<file path="src/rtl/rtbp_pkg.sv">
// Shared types and constants for the raster threshold bit packer.
package rtbp_pkg;

   // Widest row the printer takes, in pixels.
   localparam int MAX_ROW_DOTS = 576;

   localparam int GRAY_W   = 8;
   localparam int WIDTH_W  = 10;
   localparam int HEIGHT_W = 16;
   localparam int BPR_W    = WIDTH_W - 2;
   localparam int CSR_IDX_W  = 2;
   localparam int CSR_DATA_W = 16;

   // Configuration register indexes.
   localparam logic [CSR_IDX_W-1:0] CSR_IMAGE_WIDTH    = 2'd0;
   localparam logic [CSR_IDX_W-1:0] CSR_IMAGE_HEIGHT   = 2'd1;
   localparam logic [CSR_IDX_W-1:0] CSR_DARK_THRESHOLD = 2'd2;

   localparam logic [WIDTH_W-1:0]  RESET_WIDTH     = 10'd384;
   localparam logic [HEIGHT_W-1:0] RESET_HEIGHT    = 16'd1;
   localparam logic [GRAY_W-1:0]   RESET_THRESHOLD = 8'd200;

   // Raster command header bytes: GS v 0 m.
   localparam logic [7:0] CMD_GS   = 8'h1D;
   localparam logic [7:0] CMD_V    = 8'h76;
   localparam logic [7:0] CMD_ZERO = 8'h30;
   localparam logic [7:0] CMD_MODE = 8'h00;

   // Output sequencer steps of one queued job.
   localparam int STEP_W = 4;
   localparam logic [STEP_W-1:0] STEP_HDR_GS   = 4'd0;
   localparam logic [STEP_W-1:0] STEP_HDR_V    = 4'd1;
   localparam logic [STEP_W-1:0] STEP_HDR_ZERO = 4'd2;
   localparam logic [STEP_W-1:0] STEP_HDR_MODE = 4'd3;
   localparam logic [STEP_W-1:0] STEP_HDR_XL   = 4'd4;
   localparam logic [STEP_W-1:0] STEP_HDR_XH   = 4'd5;
   localparam logic [STEP_W-1:0] STEP_HDR_YL   = 4'd6;
   localparam logic [STEP_W-1:0] STEP_HDR_YH   = 4'd7;
   localparam logic [STEP_W-1:0] STEP_DATA     = 4'd8;

   // Job queue between the pixel front end and the byte sequencer.
   localparam int QUEUE_DEPTH = 4;
   localparam int QPTR_W = $clog2(QUEUE_DEPTH);
   localparam int QCNT_W = $clog2(QUEUE_DEPTH + 1);

   typedef struct packed {
      logic                 hdr;       // emit the eight header bytes first
      logic [BPR_W-1:0]     bpr;       // bytes per row for the header
      logic [HEIGHT_W-1:0]  rows;      // row count for the header
      logic                 data;      // a packed dot byte follows
      logic [7:0]           dots;
      logic                 last;      // dot byte closes the image
   } job_type;

   typedef struct packed {
      logic full;
      logic empty;
   } queue_status_type;

endpackage

</file>
<file path="src/rtl/raster_threshold_bit_packer_core.sv">
// Top level of the raster threshold bit packer: front end, job queue, byte sequencer.
//
//   Port group  Direction  Handshake              Payload
//   req_        in         req_valid / req_ready   req_gray_level
//   rsp_        out        rsp_valid / rsp_ready   rsp_out_byte, rsp_is_last
//   csr_        in         csr_write_enable        csr_index, csr_write_data
//
// One pixel transaction is taken per cycle while the job queue is not full. A pixel
// that closes a byte or a row writes its job into the queue when it is accepted;
// the byte sequencer then loads the job's bytes into its output register, which
// drives rsp_valid. The first pixel of an image adds eight header bytes ahead of
// its data; the sequencer sends one byte per cycle while the receiver is ready,
// and the four-entry job queue takes up that burst, so req_ready drops only when
// the queue is full. Reset is synchronous and active high and clears all control
// state; the image restarts with a header.
module raster_threshold_bit_packer_core (
   input  logic                              clock,
   input  logic                              reset,
   input  logic                              csr_write_enable,
   input  logic [rtbp_pkg::CSR_IDX_W-1:0]    csr_index,
   input  logic [rtbp_pkg::CSR_DATA_W-1:0]   csr_write_data,
   input  logic                              req_valid,
   output logic                              req_ready,
   input  logic [rtbp_pkg::GRAY_W-1:0]       req_gray_level,
   output logic                              rsp_valid,
   input  logic                              rsp_ready,
   output logic [7:0]                        rsp_out_byte,
   output logic                              rsp_is_last
);

   // Job handoff between the front end and the sequencer.
   logic                        q_push;
   logic                        q_pop;
   rtbp_pkg::job_type           q_in_job;
   rtbp_pkg::job_type           q_head_job;
   rtbp_pkg::queue_status_type  q_status;

   // The front end keeps the registers and the row and column counters, and
   // turns every pixel into at most one job: a header request, a dot byte, or both.
   rtbp_front u_front (
      .clock            (clock),
      .reset            (reset),
      .csr_write_enable (csr_write_enable),
      .csr_index        (csr_index),
      .csr_write_data   (csr_write_data),
      .req_valid        (req_valid),
      .req_ready        (req_ready),
      .req_gray_level   (req_gray_level),
      .q_status         (q_status),
      .q_push           (q_push),
      .q_job            (q_in_job)
   );

   rtbp_queue u_queue (
      .clock    (clock),
      .reset    (reset),
      .push     (q_push),
      .push_job (q_in_job),
      .pop      (q_pop),
      .head_job (q_head_job),
      .status   (q_status)
   );

   // The sequencer walks the header bytes when a job asks for them, then the
   // dot byte, and retires the job with its final byte.
   rtbp_back u_back (
      .clock        (clock),
      .reset        (reset),
      .head_job     (q_head_job),
      .q_status     (q_status),
      .q_pop        (q_pop),
      .rsp_valid    (rsp_valid),
      .rsp_ready    (rsp_ready),
      .rsp_out_byte (rsp_out_byte),
      .rsp_is_last  (rsp_is_last)
   );

   // A job must never be written into a full queue.
   a_no_push_when_full: assert property (@(posedge clock) disable iff (reset)
      !(q_push && q_status.full))
      else $error("job pushed into a full queue");

   // The sequencer must never retire a job that is not there.
   a_no_pop_when_empty: assert property (@(posedge clock) disable iff (reset)
      !(q_pop && q_status.empty))
      else $error("job popped from an empty queue");

   // A full queue stays full until the sequencer retires a job.
   a_full_holds: assert property (@(posedge clock) disable iff (reset)
      (q_status.full && !q_pop) |=> q_status.full)
      else $error("full queue lost an entry without a pop");

endmodule

</file>
<file path="src/rtl/rtbp_front.sv">
// Pixel front end: configuration, thresholding, bit packing and job creation.
module rtbp_front (
   input  logic                                 clock,
   input  logic                                 reset,
   input  logic                                 csr_write_enable,
   input  logic [rtbp_pkg::CSR_IDX_W-1:0]       csr_index,
   input  logic [rtbp_pkg::CSR_DATA_W-1:0]      csr_write_data,
   input  logic                                 req_valid,
   output logic                                 req_ready,
   input  logic [rtbp_pkg::GRAY_W-1:0]          req_gray_level,
   input  rtbp_pkg::queue_status_type           q_status,
   output logic                                 q_push,
   output rtbp_pkg::job_type                    q_job
);

   logic [rtbp_pkg::WIDTH_W-1:0]  width_ff,  width_in;
   logic [rtbp_pkg::HEIGHT_W-1:0] height_ff, height_in;
   logic [rtbp_pkg::GRAY_W-1:0]   thresh_ff, thresh_in;

   logic [rtbp_pkg::WIDTH_W-1:0]  col_ff, col_in;
   logic [rtbp_pkg::HEIGHT_W-1:0] row_ff, row_in;
   logic [7:0]                    acc_ff, acc_in;
   logic                          hdr_done_ff, hdr_done_in;

   logic [rtbp_pkg::WIDTH_W-1:0]  w_eff;
   logic [rtbp_pkg::HEIGHT_W-1:0] h_eff;
   logic [rtbp_pkg::WIDTH_W:0]    col_next;
   logic [rtbp_pkg::WIDTH_W:0]    bpr_sum;
   logic [rtbp_pkg::HEIGHT_W-1:0] row_next;
   logic [7:0]                    acc_new;
   logic                          accept;
   logic                          row_end;
   logic                          img_end;
   logic                          byte_end;

   always_comb begin
      width_in  = width_ff;
      height_in = height_ff;
      thresh_in = thresh_ff;
      if (csr_write_enable) begin
         unique case (csr_index)
            rtbp_pkg::CSR_IMAGE_WIDTH:    width_in  = csr_write_data[rtbp_pkg::WIDTH_W-1:0];
            rtbp_pkg::CSR_IMAGE_HEIGHT:   height_in = csr_write_data[rtbp_pkg::HEIGHT_W-1:0];
            rtbp_pkg::CSR_DARK_THRESHOLD: thresh_in = csr_write_data[rtbp_pkg::GRAY_W-1:0];
            default: ;
         endcase
      end
   end

   // Clamp the configured geometry.
   always_comb begin
      if (width_ff == '0) begin
         w_eff = rtbp_pkg::WIDTH_W'(1);
      end else if ({2'b00, width_ff} > 12'(rtbp_pkg::MAX_ROW_DOTS)) begin
         w_eff = rtbp_pkg::WIDTH_W'(rtbp_pkg::MAX_ROW_DOTS);
      end else begin
         w_eff = width_ff;
      end
      h_eff = (height_ff == '0) ? rtbp_pkg::HEIGHT_W'(1) : height_ff;
   end

   assign accept    = req_valid && req_ready;
   assign req_ready = !q_status.full;

   always_comb begin
      acc_new = acc_ff;
      if (req_gray_level < thresh_ff) begin
         acc_new = acc_ff | (8'h80 >> col_ff[2:0]);
      end
      col_next = {1'b0, col_ff} + 1'b1;
      row_end  = col_next >= {1'b0, w_eff};
      row_next = row_ff + 1'b1;
      img_end  = row_end && ((row_next >= h_eff) || (row_next == '0));
      byte_end = row_end || (col_next[2:0] == 3'd0);
      bpr_sum  = {1'b0, w_eff} + (rtbp_pkg::WIDTH_W+1)'(7);
   end

   always_comb begin
      q_job.hdr  = !hdr_done_ff;
      q_job.bpr  = bpr_sum[rtbp_pkg::WIDTH_W:3];
      q_job.rows = h_eff;
      q_job.data = byte_end;
      q_job.dots = acc_new;
      q_job.last = img_end;
      q_push     = accept && (!hdr_done_ff || byte_end);
   end

   always_comb begin
      col_in      = col_ff;
      row_in      = row_ff;
      acc_in      = acc_ff;
      hdr_done_in = hdr_done_ff;
      if (accept) begin
         hdr_done_in = 1'b1;
         if (row_end) begin
            col_in = '0;
            acc_in = '0;
            if (img_end) begin
               row_in      = '0;
               hdr_done_in = 1'b0;
            end else begin
               row_in = row_next;
            end
         end else begin
            col_in = col_next[rtbp_pkg::WIDTH_W-1:0];
            acc_in = byte_end ? 8'h00 : acc_new;
         end
      end
   end

   always_ff @(posedge clock) begin
      if (reset) begin
         width_ff    <= rtbp_pkg::RESET_WIDTH;
         height_ff   <= rtbp_pkg::RESET_HEIGHT;
         thresh_ff   <= rtbp_pkg::RESET_THRESHOLD;
         col_ff      <= '0;
         row_ff      <= '0;
         acc_ff      <= '0;
         hdr_done_ff <= 1'b0;
      end else begin
         width_ff    <= width_in;
         height_ff   <= height_in;
         thresh_ff   <= thresh_in;
         col_ff      <= col_in;
         row_ff      <= row_in;
         acc_ff      <= acc_in;
         hdr_done_ff <= hdr_done_in;
      end
   end

endmodule

</file>
<file path="src/rtl/rtbp_queue.sv">
// Small job queue between the pixel front end and the byte sequencer.
module rtbp_queue (
   input  logic                        clock,
   input  logic                        reset,
   input  logic                        push,
   input  rtbp_pkg::job_type           push_job,
   input  logic                        pop,
   output rtbp_pkg::job_type           head_job,
   output rtbp_pkg::queue_status_type  status
);

   rtbp_pkg::job_type               entry_ff [rtbp_pkg::QUEUE_DEPTH];
   logic [rtbp_pkg::QPTR_W-1:0]     wr_ptr_ff, wr_ptr_in;
   logic [rtbp_pkg::QPTR_W-1:0]     rd_ptr_ff, rd_ptr_in;
   logic [rtbp_pkg::QCNT_W-1:0]     cnt_ff, cnt_in;

   assign status.full  = cnt_ff == rtbp_pkg::QCNT_W'(rtbp_pkg::QUEUE_DEPTH);
   assign status.empty = cnt_ff == '0;
   assign head_job     = entry_ff[rd_ptr_ff];

   always_comb begin
      wr_ptr_in = push ? wr_ptr_ff + 1'b1 : wr_ptr_ff;
      rd_ptr_in = pop  ? rd_ptr_ff + 1'b1 : rd_ptr_ff;
      cnt_in    = cnt_ff;
      if (push && !pop) begin
         cnt_in = cnt_ff + 1'b1;
      end else if (pop && !push) begin
         cnt_in = cnt_ff - 1'b1;
      end
   end

   always_ff @(posedge clock) begin
      if (push) begin
         entry_ff[wr_ptr_ff] <= push_job;
      end
   end

   always_ff @(posedge clock) begin
      if (reset) begin
         wr_ptr_ff <= '0;
         rd_ptr_ff <= '0;
         cnt_ff    <= '0;
      end else begin
         wr_ptr_ff <= wr_ptr_in;
         rd_ptr_ff <= rd_ptr_in;
         cnt_ff    <= cnt_in;
      end
   end

endmodule

</file>
<file path="src/rtl/rtbp_back.sv">
// Byte sequencer: expands queued jobs into header and dot bytes.
module rtbp_back (
   input  logic                        clock,
   input  logic                        reset,
   input  rtbp_pkg::job_type           head_job,
   input  rtbp_pkg::queue_status_type  q_status,
   output logic                        q_pop,
   output logic                        rsp_valid,
   input  logic                        rsp_ready,
   output logic [7:0]                  rsp_out_byte,
   output logic                        rsp_is_last
);

   logic [rtbp_pkg::STEP_W-1:0] step_ff, step_in;
   logic                        valid_ff, valid_in;
   logic [7:0]                  byte_ff, byte_in;
   logic                        last_ff, last_in;

   logic [rtbp_pkg::STEP_W-1:0] cur_step;
   logic [15:0]                 bpr_wide;
   logic                        advance;
   logic                        job_done;
   logic [7:0]                  sel_byte;

   assign bpr_wide = 16'(head_job.bpr);
   assign advance  = !q_status.empty && (!valid_ff || rsp_ready);
   assign cur_step = head_job.hdr ? step_ff : rtbp_pkg::STEP_DATA;
   assign job_done = (cur_step == rtbp_pkg::STEP_DATA) ||
                     ((cur_step == rtbp_pkg::STEP_HDR_YH) && !head_job.data);
   assign q_pop    = advance && job_done;

   always_comb begin
      unique case (cur_step)
         rtbp_pkg::STEP_HDR_GS:   sel_byte = rtbp_pkg::CMD_GS;
         rtbp_pkg::STEP_HDR_V:    sel_byte = rtbp_pkg::CMD_V;
         rtbp_pkg::STEP_HDR_ZERO: sel_byte = rtbp_pkg::CMD_ZERO;
         rtbp_pkg::STEP_HDR_MODE: sel_byte = rtbp_pkg::CMD_MODE;
         rtbp_pkg::STEP_HDR_XL:   sel_byte = bpr_wide[7:0];
         rtbp_pkg::STEP_HDR_XH:   sel_byte = bpr_wide[15:8];
         rtbp_pkg::STEP_HDR_YL:   sel_byte = head_job.rows[7:0];
         rtbp_pkg::STEP_HDR_YH:   sel_byte = head_job.rows[15:8];
         default:                 sel_byte = head_job.dots;
      endcase
   end

   always_comb begin
      step_in  = step_ff;
      valid_in = valid_ff && !rsp_ready;
      byte_in  = byte_ff;
      last_in  = last_ff;
      if (advance) begin
         valid_in = 1'b1;
         byte_in  = sel_byte;
         last_in  = (cur_step == rtbp_pkg::STEP_DATA) && head_job.last;
         step_in  = job_done ? rtbp_pkg::STEP_HDR_GS : cur_step + 1'b1;
      end
   end

   always_ff @(posedge clock) begin
      byte_ff <= byte_in;
      last_ff <= last_in;
   end

   always_ff @(posedge clock) begin
      if (reset) begin
         step_ff  <= rtbp_pkg::STEP_HDR_GS;
         valid_ff <= 1'b0;
      end else begin
         step_ff  <= step_in;
         valid_ff <= valid_in;
      end
   end

   assign rsp_valid    = valid_ff;
   assign rsp_out_byte = byte_ff;
   assign rsp_is_last  = last_ff;

endmodule

</file>
<file path="config.mk">
export PLATFORM = sky130hd
export DESIGN_NAME = raster_threshold_bit_packer_core
export DESIGN_NICKNAME = d
export VERILOG_FILES = /design/src/rtl/rtbp_pkg.sv /design/src/rtl/raster_threshold_bit_packer_core.sv /design/src/rtl/rtbp_front.sv /design/src/rtl/rtbp_queue.sv /design/src/rtl/rtbp_back.sv
export SDC_FILE = /design/constraint.sdc
export NUM_CORES = 1
export LEC_CHECK = 0
export ABC_AREA = 1
export BUFFER_PORTS_ARGS = -buffer_cell sky130_fd_sc_hd__buf_2
export CAP_MARGIN = 20
export CELL_PAD_IN_SITES_DETAIL_PLACEMENT = 1
export CELL_PAD_IN_SITES_GLOBAL_PLACEMENT = 1
export CORE_MARGIN = 5
export CORE_UTILIZATION = 44
export DETAILED_ROUTE_END_ITERATION = 10
export PLACE_DENSITY = 0.77
export REMOVE_ABC_BUFFERS = 1
export SLEW_MARGIN = 20
export SYNTH_ARGS = -nofsm -noshare
export SYNTH_HDL_FRONTEND = slang
export SYNTH_SLANG_ARGS = --single-unit
</file>
<file path="constraint.sdc">
create_clock -name clock -period 4.1 [get_ports clock]
set_input_delay 0.41 -clock clock [delete_from_list [all_inputs] [get_ports clock]]
set_output_delay 0.41 -clock clock [all_outputs]
set_load 0.05 [all_outputs]
</file>
### After elaboration in Yosys (flattened, before gate mapping)

Memory sizes are Yosys's and may differ from the RTL's. A register that Yosys moved wholly into a read port is not among the register bits.
Cells that the tools add are included.

| word-level totals | value |
|---|---|
| memories | 1 |
| output and inout port bits | 11 |
| word-level logic and storage cells | 96 |
| RAM bits | 140 |
| register bits | 90 |

Memories:

| name | depth | width | rd ports | clocked after memory_dff | wr ports | RTL line | source |
|---|---|---|---|---|---|---|---|
| u_queue.entry_ff | 4 | 35 | 1 | 1 | 1 | rtbp_queue.sv:12 | `rtbp_pkg::job_type entry_ff [rtbp_pkg::QUEUE_DEPTH];` |

| operators by class | value |
|---|---|
| shifts and indexed selects | 1 |
| mux-type cells | 20 |
| bitwise gates (word level) | 1 |
| add/subtract/negate cells | 8 |
| reduce and logical (&&, ||, !) cells | 36 |
| equality and inequality tests | 11 |
| $lt $le $gt $ge | 4 |

Operator list:

| operator | number |
|---|---|
| 8-bit case mux with 7 select lines | 1 |
| 16-bit zero test | 2 |
| 16-bit two-way mux | 2 |
| 10-bit two-way mux | 3 |
| 8-bit two-way mux | 3 |
| 16-bit by 1-bit adder with 16-bit output (second input constant) | 1 |
| 4-bit by 3-bit equality test with 1-bit output (second input constant) | 4 |
| 16-bit greater-or-equal comparator | 1 |
| 10-bit by 1-bit adder with 11-bit output (second input constant) | 1 |
| 10-bit by 3-bit adder with 11-bit output (second input constant) | 1 |
| 11-bit by 10-bit greater-or-equal comparator with 1-bit output | 1 |
| 10-bit > comparator (second input constant) | 1 |
| 1-bit logical AND | 10 |
| 10-bit zero test | 1 |
| 4-bit by 2-bit equality test with 1-bit output (second input constant) | 2 |
| 1-bit zero test | 8 |
| 8-bit < comparator | 1 |
| 4-bit two-way mux | 2 |
| 8-bit OR | 1 |
| 2-bit AND reduction | 4 |
| 8-bit by 3-bit right shift with 8-bit output (first input constant) | 1 |
| 3-bit zero test | 2 |
| 3-bit two-way mux | 2 |
| 1-bit logical OR | 5 |
| other kinds (15) | 21 |

### Depth between registers and ports, before layout

Gate-level depths: netlist (run 1).

| logic depth | value |
|---|---|
| depth after elaboration | 11 |
| mapped depth | 26 |
| gate-level depth less buffers | 26 |

### Cells and area by module

From an unflattened synthesis (run 1), not the netlist that was laid out.

| second synthesis, totals | value |
|---|---|
| cell total of the unflattened synthesis | 1201 |
| area total of the unflattened synthesis | 11005.6 um^2 |

Modules (own cells, without submodules):

| module | instances | seq. area each (um^2) | area an instance (um^2) | cells an instance |
|---|---|---|---|---|
| rtbp_queue | 1 | 4384.2 | 5622.9 | 396 |
| rtbp_front | 1 | 1381.3 | 4526.8 | 686 |
| rtbp_back | 1 | 370.4 | 855.8 | 119 |

### Worst setup path after synthesis (run 1)

OpenSTA, ideal clock, no wires.

| path | value |
|---|---|
| path kind | reg2reg |
| start | register u_front.col_ff[0] (netlist name) |
| end | memory u_queue.entry_ff[0][0] (netlist name) (enable) |
| required time | 3.673 ns |
| setup time | 0.427 ns |
| path slack | 0.023 ns |
| arrival | 3.650 ns |
| period minus slack after synthesis | 4.077 ns |
| buffers on the path | 0 |
| cell stages (with the launch flop) | 17 |
| cells stage by stage | dfxtp_1 ha_1 nand2_1 nor2_2 nand3_1 xor2_1 inv_1 ha_1 nand2_1 o21a_1 nand2_1 nand2_1 nand2_1 a21oi_1 nand2_1 nand2_1 nor2_1 |

| on the way | value |
|---|---|
| word-level cells in the longest chain between the ends | 7 |

RTL lines:

| item | RTL line | source |
|---|---|---|
| from (decl) | rtbp_front.sv:20 | `logic [rtbp_pkg::WIDTH_W-1:0] col_ff, col_in;` |
| from (signal assigned) | rtbp_front.sv:124 | `col_ff <= col_in;` |
| 10-bit by 1-bit adder with 11-bit output (*) | rtbp_front.sv:70 | `col_next = {1'b0, col_ff} + 1'b1;` |
| 11-bit by 10-bit greater-or-equal comparator with 1-bit output or 3-bit zero test (tied branches) | rtbp_front.sv:71, rtbp_front.sv:74 |  |
| 1-bit logical OR (*) | rtbp_front.sv:74 | `byte_end = row_end \|\| (col_next[2:0] == 3'd0);` |
| 1-bit logical OR (*) | rtbp_front.sv:85 | `q_push = accept && (!hdr_done_ff \|\| byte_end);` |
| 1-bit logical AND (*) | rtbp_front.sv:85 |  |
| 1-bit two-way mux (*) | rtbp_queue.sv:33 | `if (push) begin` |
| 1-bit two-way mux (not written as such) (*) | rtbp_queue.sv:34 | `entry_ff[wr_ptr_ff] <= push_job;` |
| to (decl) | rtbp_queue.sv:12 |  |

Mark *: on every way between the ends. The rest lies on a longest branch, timed or not.

### Worst setup path after layout (run 1)

| path | value |
|---|---|
| start | register u_front.col_ff[1] (netlist name) |
| end | register u_queue.cnt_ff[1] (netlist name) |

RTL lines:

| item | RTL line | source |
|---|---|---|
| 10-bit by 1-bit adder with 11-bit output (*) | rtbp_front.sv:70 |  |
| 11-bit by 10-bit greater-or-equal comparator with 1-bit output or 3-bit zero test (tied branches) | rtbp_front.sv:71, rtbp_front.sv:74 |  |
| 1-bit logical OR (*) | rtbp_front.sv:74 |  |
| 1-bit logical OR (*) | rtbp_front.sv:85 |  |
| 1-bit logical AND (*) | rtbp_front.sv:85 |  |
| named net q_push | raster_threshold_bit_packer_core.sv:32 | `logic q_push;` |
| 1-bit logical AND (*) | rtbp_queue.sv:25 | `if (push && !pop) begin` |
| 3-bit two-way mux (*) | rtbp_queue.sv:25 |  |
| named net u_queue.cnt_in, one bit | rtbp_queue.sv:15 | `logic [rtbp_pkg::QCNT_W-1:0] cnt_ff, cnt_in;` |
| to (signal assigned) | rtbp_queue.sv:46 | `cnt_ff <= cnt_in;` |
| to (decl) | rtbp_queue.sv:15 |  |

Mark *: on every way through the listed nets, which the timed path passes. The rest lies on a longest branch.
A chain may end at the register's enable or synchronous reset.

==> impl_metrics.py, run 1 <==
metrics = {
    "cts": {
        "postCtsHoldBufs": 0,
        "cts.clk_slew.worst_paths_ns": 0.06,
        "cts.sinks": 232,
        "post_cts_buffers": 0,
        "cts_max_level": 1,
        "cts_buffers": 26,
        "cts_buffer_depth": 3,
        "clkLatencyLatePin_ns": 0.54,
        "cts-root-buf": "clkbuf_16",
        "cts_resized": 0,
        "cts_tree": "done",
    },
    "yosys": {
        "syn_inst": 1214,
        "ys_seq_area_share_pct": 55.2,
        "synth_edf_count": 149,
        "yosys.area.top_type": "edfxtp_1",
        "synth-seq-cells": 232,
        "ys_top_cells_by_area": "edfxtp_1 40%, dfxtp_1 15%, nand2_1 6.7%",
        "synth_area_mm2": 0.0111,
        "synthFlopType": "edfxtp_1",
        "async_reset_ff_share_pct": 0,
        "synth.avg_cell_area_um2": 9.16,
        "synth_top_area_share_pct": 40.2,
        "synth.distinct_cells": 48,
        "yosysWarnings": 0,
    },
    "power_and_ir_drop": {
        "swShare_pct": 35.8,
        "p_comb_share_pct": 28.4,
        "vdd.ir_drop.worst_v": 0.000463,
        "p_leak_nw": 5.11,
        "p_switching_mw": 2.61,
        "p_seq_share_pct": 41.2,
        "power_mw": 7.29,
        "p_per_area_mw_per_mm2": 581,
        "clkPwrFrac_pct": 30.4,
        "p_int_mw": 4.68,
    },
    "route": {
        "drc": 0,
        "routed.top_layer": "met4",
        "wl_met1_mm": 12.6,
        "drt-vias-per-instance": 5.34,
        "wl_met3_mm": 1.04,
        "ant_nets": 0,
        "wl_per_cell_um": 18.1,
        "dr_total_vias": 8533,
        "drt_iter0_drc": 486,
        "drt-total-wl_mm": 28.9,
        "dr_wl_met2_mm": 14.5,
        "dr.pass1.iters": 5,
    },
    "cells_and_area": {
        "final_cells": 1599,
        "final_common_cell": "nand2_1",
        "drive_gt1_share_pct": 12.4,
        "num_antenna_cells": 0,
        "final_util_pct": 50.1,
        "seqCellArea_mm2": 0.00614,
        "syn_to_final_growth_pct": 12.7,
        "num-fill-cells": 2913,
        "multi_input_area_mm2": 0.00426,
        "final_cell_mix": "198 x nand2_1, 159 x nor2_1, 149 x edfxtp_1, 137 x inv_1, 111 x o21ai_0",
        "stdcell_area_mm2": 0.0125,
        "nets": 1331,
    },
    "sta": {
        "period_share_pct": 91.6,
        "finalSetupViolCount": 0,
        "relSlewSlack_pct": 40.9,
        "fmax_mhz": 266,
        "hold_violations": 0,
        "period_needed_ns": 3.75,
        "rsz0062_at_grt": "false",
        "finalWorstSetupSlack_ns": 0.346,
        "clock-skew-final_ns": 0.00970,
        "holdWs_ns": 0.124,
        "worstMarginPinSlew_ns": 0.885,
        "drv_slew": 0,
        "fin_tns_setup_ns": 0,
    },
    "setup_path": {
        "reg2reg_slack_ns": 0.35,
        "rr_worst_depth": 22,
        "path_class": "reg2reg",
        "rr_endpoint": "u_queue.cnt_ff[1]$_SDFFE_PP0P_",
        "path_max_fanout": 5,
        "crit-reg2reg-launch": "u_front.col_ff[1]$_SDFFE_PP0P_",
        "cp-end-kind": "register",
        "critPathLaunchType": "register",
        "critical_path_arrival_ns": 4.18,
        "required_ns": 4.53,
    },
    "die": {
        "core_area_mm2": 0.0250,
        "die_area_mm2": 0.0286,
        "die_h_um": 169,
        "num_io_pins": 42,
        "start_util_pct": 44.4,
        "die_x_um": 169,
        "num_rows": 58,
    },
    "global_routing": {
        "grt_pass1_vias": 8947,
        "grt_overflow": 0,
        "antenna_found_initial": 0,
        "grt_max_degree": 69,
        "grt_pass1_wl_mm": 46.6,
        "grtUsageTotal_pct": 20.3,
    },
    "place": {
        "pre_cts_ws_ns": 0.208,
        "place_congestion": 0.806,
        "dp_hpwl_mm": 20.3,
        "placed_area_mm2": 0.0117,
        "dp_cells": 1551,
        "port_buffers": 41,
    },
    "run": {
        "max_cap_viol_count": 0,
    },
    "min_path": {
        "holdPathEnd": "u_front.width_ff[8]$_SDFFE_PP1P_",
        "holdPathStages": 3,
        "hp-start": "csr_write_data[8]",
        "holdCritPathClass": "in2reg",
    },
    "run_status": {
        "status": "completed",
    },
}
-- logic make-up (layout without fill, tap and decap cells) --
group	Yosys count	count (layout)	share of synthesized area, %
buffers and inverters	195	247	6.92
flip-flops	232	232	55.2
AO/OA/AOI/OAI	246	246	12.1
adder cells (fa/ha/maj)	51	51	5.81
XOR/XNOR	10	10	0.788
AND/OR/NAND/NOR	479	479	19.2
other	1	4	0.0337
-- layout make-up --
type / instances / area share (%)
multi-input combinational: 790 / 34.0
inverter: 141 / 4.25
tap: 330 / 3.29
clock inverter: 17 / 1.09
timing repair buffer: 58 / 2.95
clock buffer: 31 / 5.42
sequential: 232 / 49.0
-- per-layer routing --
metal / GRT usage (%) / up-vias
li1: - / 4147
met1: 25.7 / 4193
met2: 36.6 / 147
met3: 2.73 / 46
met4: 5.53 / 0
met5: 0 / -
-- cell usage after synthesis, types with 3 or more instances --
master      n
ha_1       50
xor2_1      8
o211ai_1    5
nand2_2    15
and2_1      3
nor2_2     14
nand2_1   198
nand4_1    22
o21ai_1     8
nand3_1    36
nor2_4      5
buf_2       5
a21oi_1    71
nor4_1      5
o22ai_1    26
a21oi_2     3
clkbuf_1   43
o21a_1      3
nand2_4     3
inv_1     137
edfxtp_1  149
nor3_1      8
buf_1       3
dfxtp_1    83
a211oi_1   12
nor2_1    163
o21ai_0   111
-- worst max-delay path, cell delays in order (launching register included) --
cell and delay, ns:
dfxtp_1 0.40, nand3_1 0.15, nor2_1 0.15, nand3_1 0.10, nor2_1 0.11, nand2_1 0.08
nor2_1 0.11, xnor2_1 0.13, inv_1 0.07, ha_1 0.29, a21oi_1 0.17, nand2_1 0.07
nor2_1 0.22, nand2_1 0.11, a21oi_1 0.20, nand2_1 0.16, nand2_1 0.14, inv_1 0.06
ha_1 0.18, inv_1 0.10, fa_1 0.42, o21ai_0 0.17, nor2_1 0.06
-- power groups by stage --
stage,registers (mW),clock network (mW),logic [mW]
global route,3.03,2.36,2.30
CTS,3.00,2.26,2.10
detailed placement,3.05,0,2.08
finish,3.00,2.22,2.07
global placement,3.03,0,1.99
floorplan,3.25,0,1.15
-- flip-flops by register name (all words and copies together), names as in the netlist, named ones only --
name / cells
u_queue.entry_ff: 140
u_front.height_ff: 16
u_front.row_ff: 16
u_front.col_ff: 10
u_front.width_ff: 10
u_back.rsp_out_byte: 8
u_front.acc_ff: 8
u_front.thresh_ff: 8
u_back.step_ff: 4
u_queue.cnt_ff: 3
u_queue.rd_ptr_ff: 2
u_queue.wr_ptr_ff: 2
u_back.rsp_is_last: 1
u_back.rsp_valid: 1
u_front.hdr_done_ff: 1
-- worst max path at each step --
| stage | end | startpoint | cells past startpoint |
|---|---|---|---|
| 6_report | u_queue.cnt_ff[1]$_SDFFE_PP0P_ | u_front.col_ff[1]$_SDFFE_PP0P_ | 22 |
| 3_3_place_gp | u_queue.cnt_ff[1]$_SDFFE_PP0P_ | u_front.col_ff[0]$_SDFFE_PP0P_ | 22 |
| 3_5_place_dp | u_queue.cnt_ff[1]$_SDFFE_PP0P_ | u_front.col_ff[0]$_SDFFE_PP0P_ | 22 |
| 2_1_floorplan | u_queue.cnt_ff[2]$_SDFFE_PP0P_ | register | 20 |
| 4_1_cts | u_queue.cnt_ff[1]$_SDFFE_PP0P_ | u_front.col_ff[0]$_SDFFE_PP0P_ | 22 |
| 5_1_grt | u_queue.cnt_ff[1]$_SDFFE_PP0P_ | u_front.width_ff[0]$_SDFFE_PP0P_ | 21 |
Power figures use the tool's default switching activity.
==> run 2, diff against run 1 <==
--- a/config.mk
+++ b/config.mk
@@ -14,7 +14,6 @@
 export CORE_UTILIZATION = 44
 export DETAILED_ROUTE_END_ITERATION = 10
 export PLACE_DENSITY = 0.77
-export REMOVE_ABC_BUFFERS = 1
 export SLEW_MARGIN = 20
 export SYNTH_ARGS = -nofsm -noshare
 export SYNTH_HDL_FRONTEND = slang
==> run 2 against run 1 <==
Clock-buffer cell count grew 5. Die area stayed put. Total power rose by 2.3%. Maximum frequency up 1.4%. Critical endpoint is now u_queue.entry_ff[2][9]$_DFFE_PP_. Clock power increased by 7%. Critical path type unchanged. Core utilization up 0.24 points.
==> impl_metrics.py, run 2 (synthesis gave the netlist of run 1 again) <==
metrics = {
    "run_status": {
        "status": "completed",
    },
    "min_path": {
        "holdPathStages": 4,
        "holdPathEnd": "u_back.rsp_valid$_SDFF_PP0_",
        "holdCritPathClass": "in2reg",
        "hp-start": "rsp_ready",
    },
    "setup_path": {
        "rr_worst_depth": 18,
        "max_stage_delay_ns": 0.65,
        "slowest_stage": "nor2_4",
        "crit_path_start": "u_front.width_ff[0]$_SDFFE_PP0P_",
        "path_cells": "nor4_1, nand3_1, nand2_2, inv_1, nor2_1, inv_1, ha_1, nand2_1, nor2_1, o21ai_0, nand2_1, nand2_1, nand2_1, a21oi_2, nand2_2, nand2_4, nor2_4, buf_4",
        "cp_common_cell": "nand2_1",
        "cp-end-kind": "register",
        "crit-reg2reg-launch": "u_front.width_ff[0]$_SDFFE_PP0P_",
        "path_class": "reg2reg",
        "reg2reg_slack_ns": 0.40,
        "rr_endpoint": "u_queue.entry_ff[2][9]$_DFFE_PP_",
        "required_ns": 4.32,
        "critical_path_arrival_ns": 3.92,
        "critPathLaunchType": "register",
        "path_max_fanout": 25,
    },
    "global_routing": {
        "grt_pass1_vias": 8719,
        "grt_overflow": 0,
        "grt_pass1_wl_mm": 46.8,
        "grtUsageTotal_pct": 20.3,
        "grt_max_degree": 69,
        "antenna_found_initial": 0,
    },
    "cells_and_area": {
        "largest_register_ffs": 140,
        "num_antenna_cells": 0,
        "stdcell_area_mm2": 0.0126,
        "final_util_pct": 50.3,
        "multi_input_area_mm2": 0.00428,
        "seqCellArea_mm2": 0.00614,
        "reg_top3": "u_queue.entry_ff: 140 flops, u_front.height_ff: 16 flops, u_front.row_ff: 16 flops",
        "final_common_cell": "nand2_1",
        "final_cell_mix": "196 x nand2_1, 157 x nor2_1, 149 x edfxtp_1, 137 x inv_1, 111 x o21ai_0",
        "nets": 1332,
        "num-fill-cells": 2887,
        "drive_gt1_share_pct": 13.0,
        "top_register": "u_queue.entry_ff",
        "syn_to_final_growth_pct": 13.3,
    },
    "route": {
        "wl_met1_mm": 13.3,
        "dr_total_vias": 8453,
        "drt_iter0_drc": 555,
        "ant_nets": 0,
        "dr_wl_met2_mm": 14.2,
        "drt-vias-per-instance": 5.28,
        "routed.top_layer": "met4",
        "dr.pass1.iters": 7,
        "wl_per_cell_um": 18.2,
        "drc": 0,
        "drt-total-wl_mm": 29.1,
        "wl_met3_mm": 1.05,
    },
    "cts": {
        "cts_buffers": 27,
        "clkLatencyLatePin_ns": 0.52,
        "cts_max_level": 1,
        "cts_tree": "done",
        "cts-root-buf": "clkbuf_16",
        "postCtsHoldBufs": 0,
        "cts.sinks": 232,
        "cts_buffer_depth": 3,
        "cts.clk_slew.worst_paths_ns": 0.06,
        "post_cts_buffers": 0,
    },
    "die": {
        "start_util_pct": 44.4,
        "die_x_um": 169,
        "num_rows": 58,
        "core_area_mm2": 0.0250,
        "die_area_mm2": 0.0286,
        "die_h_um": 169,
        "num_io_pins": 42,
    },
    "sta": {
        "fmax_mhz": 270,
        "worstMarginPinSlew_ns": 0.847,
        "clock-skew-final_ns": 0.0106,
        "rsz0062_at_grt": "false",
        "hold_violations": 0,
        "drv_slew": 0,
        "relSlewSlack_pct": 43.4,
        "finalSetupViolCount": 0,
        "period_needed_ns": 3.70,
        "period_share_pct": 90.3,
    },
    "power_and_ir_drop": {
        "p_leak_nw": 5.16,
        "swShare_pct": 34.7,
        "clkPwrFrac_pct": 31.9,
        "p_seq_share_pct": 40.2,
        "p_per_area_mw_per_mm2": 592,
        "p_int_mw": 4.87,
        "p_comb_share_pct": 27.9,
        "p_switching_mw": 2.59,
        "power_mw": 7.45,
        "vdd.ir_drop.worst_v": 0.000436,
    },
    "place": {
        "dp_hpwl_mm": 20.0,
        "place_congestion": 0.833,
        "port_buffers": 41,
        "placed_area_mm2": 0.0117,
    },
    "run": {
        "max_cap_viol_count": 0,
    },
}
## run 2: cell types whose count changed in the layout (fill, tap and decap cells not counted), sizes merged
cell and change:
bufinv +1, clkbuf +5, clkinv -3, clkinvlp -3, inv +1
## run 2: worst max-delay path: cells and delay by family, from the launching register on
kind	cells	cell delay, ns
and+or+nand+nor	12	2.13
buffers and inverters	3	0.49
DFF	1	0.31
adders and majority gates	1	0.29
AOI/OAI and AO/OA	2	0.16
## run 2: power by group through the flow
| stage | Combinational [mW] | Sequential (mW) | Clock (mW) |
|---|---|---|---|
| after floorplan | 1.26 | 3.19 | 0 |
| after global placement | 2.00 | 3.03 | 0 |
| after detailed placement | 2.07 | 3.04 | 0 |
| after CTS | 2.09 | 3.00 | 2.42 |
| after global routing | 2.33 | 3.03 | 2.53 |
| final | 2.08 | 3.00 | 2.38 |
## run 2: layout make-up
class	count	area share (%)
Inverter	141	4.23
Tap cell	330	3.28
Clock buffer	36	6.11
Timing Repair Buffer	58	2.64
Multi-Input combinational cell	790	34.0
Sequential cell	232	48.7
Clock inverter	13	1.01
## run 2: metrics by stage
step,TNS [ns],hold slack [ns],std cells,setup slack (ns)
CTS,0,0.140,1600,0.0366
finish,0,0.163,1600,0.396
floorplan,0,0.424,1217,0.0228
global placement,0,0.451,1551,0.218
detailed placement,-0.0291,0.455,1551,-0.0291
global route,0,0.159,1600,0.00342
## run 2: worst max path at each step
stage,endpoint,cells after the start
3_3_place_gp,u_queue.cnt_ff[1]$_SDFFE_PP0P_,22
6_report,u_queue.entry_ff[2][9]$_DFFE_PP_,18
5_1_grt,u_queue.cnt_ff[2]$_SDFFE_PP0P_,24
2_1_floorplan,u_queue.entry_ff[0][0]$_DFFE_PP_,16
3_5_place_dp,u_queue.cnt_ff[1]$_SDFFE_PP0P_,22
4_1_cts,u_queue.cnt_ff[1]$_SDFFE_PP0P_,22
## run 2: repair_timing
item	CTS	global route
pin swaps	0	0
gates resized for setup	1	6
cloned	0	0
endpoints found under the setup margin	2	95
## run 2: metal layers
layer	GRT usage [%]	vias to the layer above
met2	35.3	151
met3	2.69	35
met4	4.76	0
met1	27.2	4117
li1	-	4150
met5	0	-
==> run 3, diff against run 2 <==
--- a/config.mk
+++ b/config.mk
@@ -13,6 +13,7 @@
 export CORE_MARGIN = 5
 export CORE_UTILIZATION = 44
 export DETAILED_ROUTE_END_ITERATION = 10
+export MAX_ROUTING_LAYER = met4
 export PLACE_DENSITY = 0.77
 export SLEW_MARGIN = 20
 export SYNTH_ARGS = -nofsm -noshare
==> run 3 against run 2 <==
Via count shrank 0.17%. Non-clock buffer count is the same. Setup slack gained 0.0035 ns. First-iteration DRC count shrank 4.0%. Clock-buffer cell count is the same. Critical path depth is the same. Die area is the same. Sequential cell count is the same.
==> impl_metrics.py, run 3 (synthesis gave the netlist of run 1 again) <==
metrics = {
    "run_status": {
        "status": "completed",
    },
    "setup_path": {
        "required_ns": 4.32,
        "critPathLaunchType": "register",
        "path_class": "reg2reg",
        "rr_endpoint": "u_queue.entry_ff[2][9]$_DFFE_PP_",
        "cp_common_cell": "nand2_1",
        "path_cells": "nor4_1, nand3_1, nand2_2, inv_1, nor2_1, inv_1, ha_1, nand2_1, nor2_1, o21ai_0, nand2_1, nand2_1, nand2_1, a21oi_2, nand2_2, nand2_4, nor2_4, buf_4",
        "slowest_stage": "nor2_4",
        "max_stage_delay_ns": 0.65,
        "cp-end-kind": "register",
        "path_max_fanout": 25,
        "rr_worst_depth": 18,
        "crit_path_start": "u_front.width_ff[0]$_SDFFE_PP0P_",
        "critical_path_arrival_ns": 3.92,
        "crit-reg2reg-launch": "u_front.width_ff[0]$_SDFFE_PP0P_",
        "reg2reg_slack_ns": 0.40,
    },
    "global_routing": {
        "grt_overflow": 0,
        "grt_max_degree": 69,
        "grt_pass1_vias": 8720,
        "grt_pass1_wl_mm": 46.8,
        "grtUsageTotal_pct": 21.0,
        "antenna_found_initial": 0,
    },
    "sta": {
        "rsz0062_at_grt": "false",
        "finalSetupViolCount": 0,
        "hold_violations": 0,
        "clock-skew-final_ns": 0.00993,
        "worstMarginPinSlew_ns": 0.847,
        "drv_slew": 0,
        "relSlewSlack_pct": 43.4,
        "fmax_mhz": 270,
        "period_share_pct": 90.2,
        "period_needed_ns": 3.70,
    },
    "cts": {
        "cts-root-buf": "clkbuf_16",
        "cts.sinks": 232,
        "cts.clk_slew.worst_paths_ns": 0.06,
        "cts_buffers": 27,
        "post_cts_buffers": 0,
        "cts_max_level": 1,
        "cts_tree": "done",
        "cts_buffer_depth": 3,
        "clkLatencyLatePin_ns": 0.52,
    },
    "route": {
        "drt-vias-per-instance": 5.27,
        "dr_total_vias": 8439,
        "drt_iter0_drc": 533,
        "drc": 0,
        "ant_nets": 0,
        "drt-total-wl_mm": 29.1,
        "wl_per_cell_um": 18.2,
        "dr.pass1.iters": 6,
    },
    "place": {
        "port_buffers": 41,
        "dp_hpwl_mm": 20.0,
        "placed_area_mm2": 0.0117,
        "place_congestion": 0.845,
    },
    "die": {
        "start_util_pct": 44.4,
        "die_h_um": 169,
        "num_rows": 58,
        "core_area_mm2": 0.0250,
        "num_io_pins": 42,
        "die_x_um": 169,
        "die_area_mm2": 0.0286,
    },
    "power_and_ir_drop": {
        "p_leak_nw": 5.16,
        "power_mw": 7.45,
        "p_per_area_mw_per_mm2": 592,
        "vdd.ir_drop.worst_v": 0.000435,
    },
    "min_path": {
        "holdPathEnd": "u_back.rsp_valid$_SDFF_PP0_",
        "holdCritPathClass": "in2reg",
        "holdPathStages": 4,
        "hp-start": "rsp_ready",
    },
    "cells_and_area": {
        "num_antenna_cells": 0,
        "reg_top3": "u_queue.entry_ff: 140 flops, u_front.height_ff: 16 flops, u_front.row_ff: 16 flops",
        "drive_gt1_share_pct": 13.0,
        "stdcell_area_mm2": 0.0126,
        "final_cell_mix": "196 x nand2_1, 157 x nor2_1, 149 x edfxtp_1, 137 x inv_1, 111 x o21ai_0",
        "top_register": "u_queue.entry_ff",
        "syn_to_final_growth_pct": 13.3,
        "largest_register_ffs": 140,
        "nets": 1332,
        "final_common_cell": "nand2_1",
    },
    "run": {
        "max_cap_viol_count": 0,
    },
}
[run 3: cell counts in the layout (fill, tap and decap cells not counted)]
No cell type changed its count.
[run 3: where the power goes]
group	internal, mW	switching, mW	total [mW]
clock	1.44	0.937	2.38
sequential	2.86	0.141	3.00
combinational	0.566	1.51	2.08
total	4.87	2.59	7.45
[run 3: critical path: cells and delay by family, from the launching register on]
| family | cells | cell delay, ns |
|---|---|---|
| simple gates | 12 | 2.13 |
| buf+inv | 3 | 0.48 |
| flops | 1 | 0.31 |
| fa+ha+maj | 1 | 0.29 |
| compound gates | 2 | 0.16 |
[run 3: how the worst max path moves through the flow]
stage | to | slack [ns] | cells past startpoint
2_1_floorplan | u_queue.entry_ff[0][0]$_DFFE_PP_ | 0.02 | 16
3_3_place_gp | u_queue.cnt_ff[1]$_SDFFE_PP0P_ | 0.22 | 22
3_5_place_dp | u_queue.cnt_ff[1]$_SDFFE_PP0P_ | -0.03 | 22
4_1_cts | u_queue.cnt_ff[1]$_SDFFE_PP0P_ | 0.04 | 22
5_1_grt | u_queue.cnt_ff[2]$_SDFFE_PP0P_ | 0.003 | 24
6_report | u_queue.entry_ff[2][9]$_DFFE_PP_ | 0.40 | 18
[run 3: timing repair]
| action | 4_1_cts | 5_1_grt |
|---|---|---|
| endpoints found under the setup margin | 2 | 95 |
| hold buffers | 0 | 0 |
| resized for setup | 1 | 6 |
[run 3: through the flow]
step	setup TNS [ns]	hold WS (ns)	setup WS, ns	util, %	std cells
global route	0	0.159	0.00342	50.3	1600
detailed placement	-0.0291	0.455	-0.0291	46.6	1551
floorplan	0	0.424	0.0228	-	1217
CTS	0	0.140	0.0366	50.2	1600
finish	0	0.163	0.400	50.3	1600
global placement	0	0.451	0.218	46.6	1551
[run 3: layout make-up]
class / count / area (um^2)
tap: 330 / 413
clock buffer: 36 / 769
timing repair buffer: 58 / 333
clock inverter: 13 / 128
sequential: 232 / 6140
fill: 2887 / 12400
multi-input combinational: 790 / 4280
inverter: 141 / 533
[run 3: metal layers]
layer	wire length, um	share of wire [%]	track usage (%)
met2	14200	49	35.2
met5	0	0	-
met4	575	2.0	4.76
met1	13300	46	27.5
met3	961	3.3	2.50
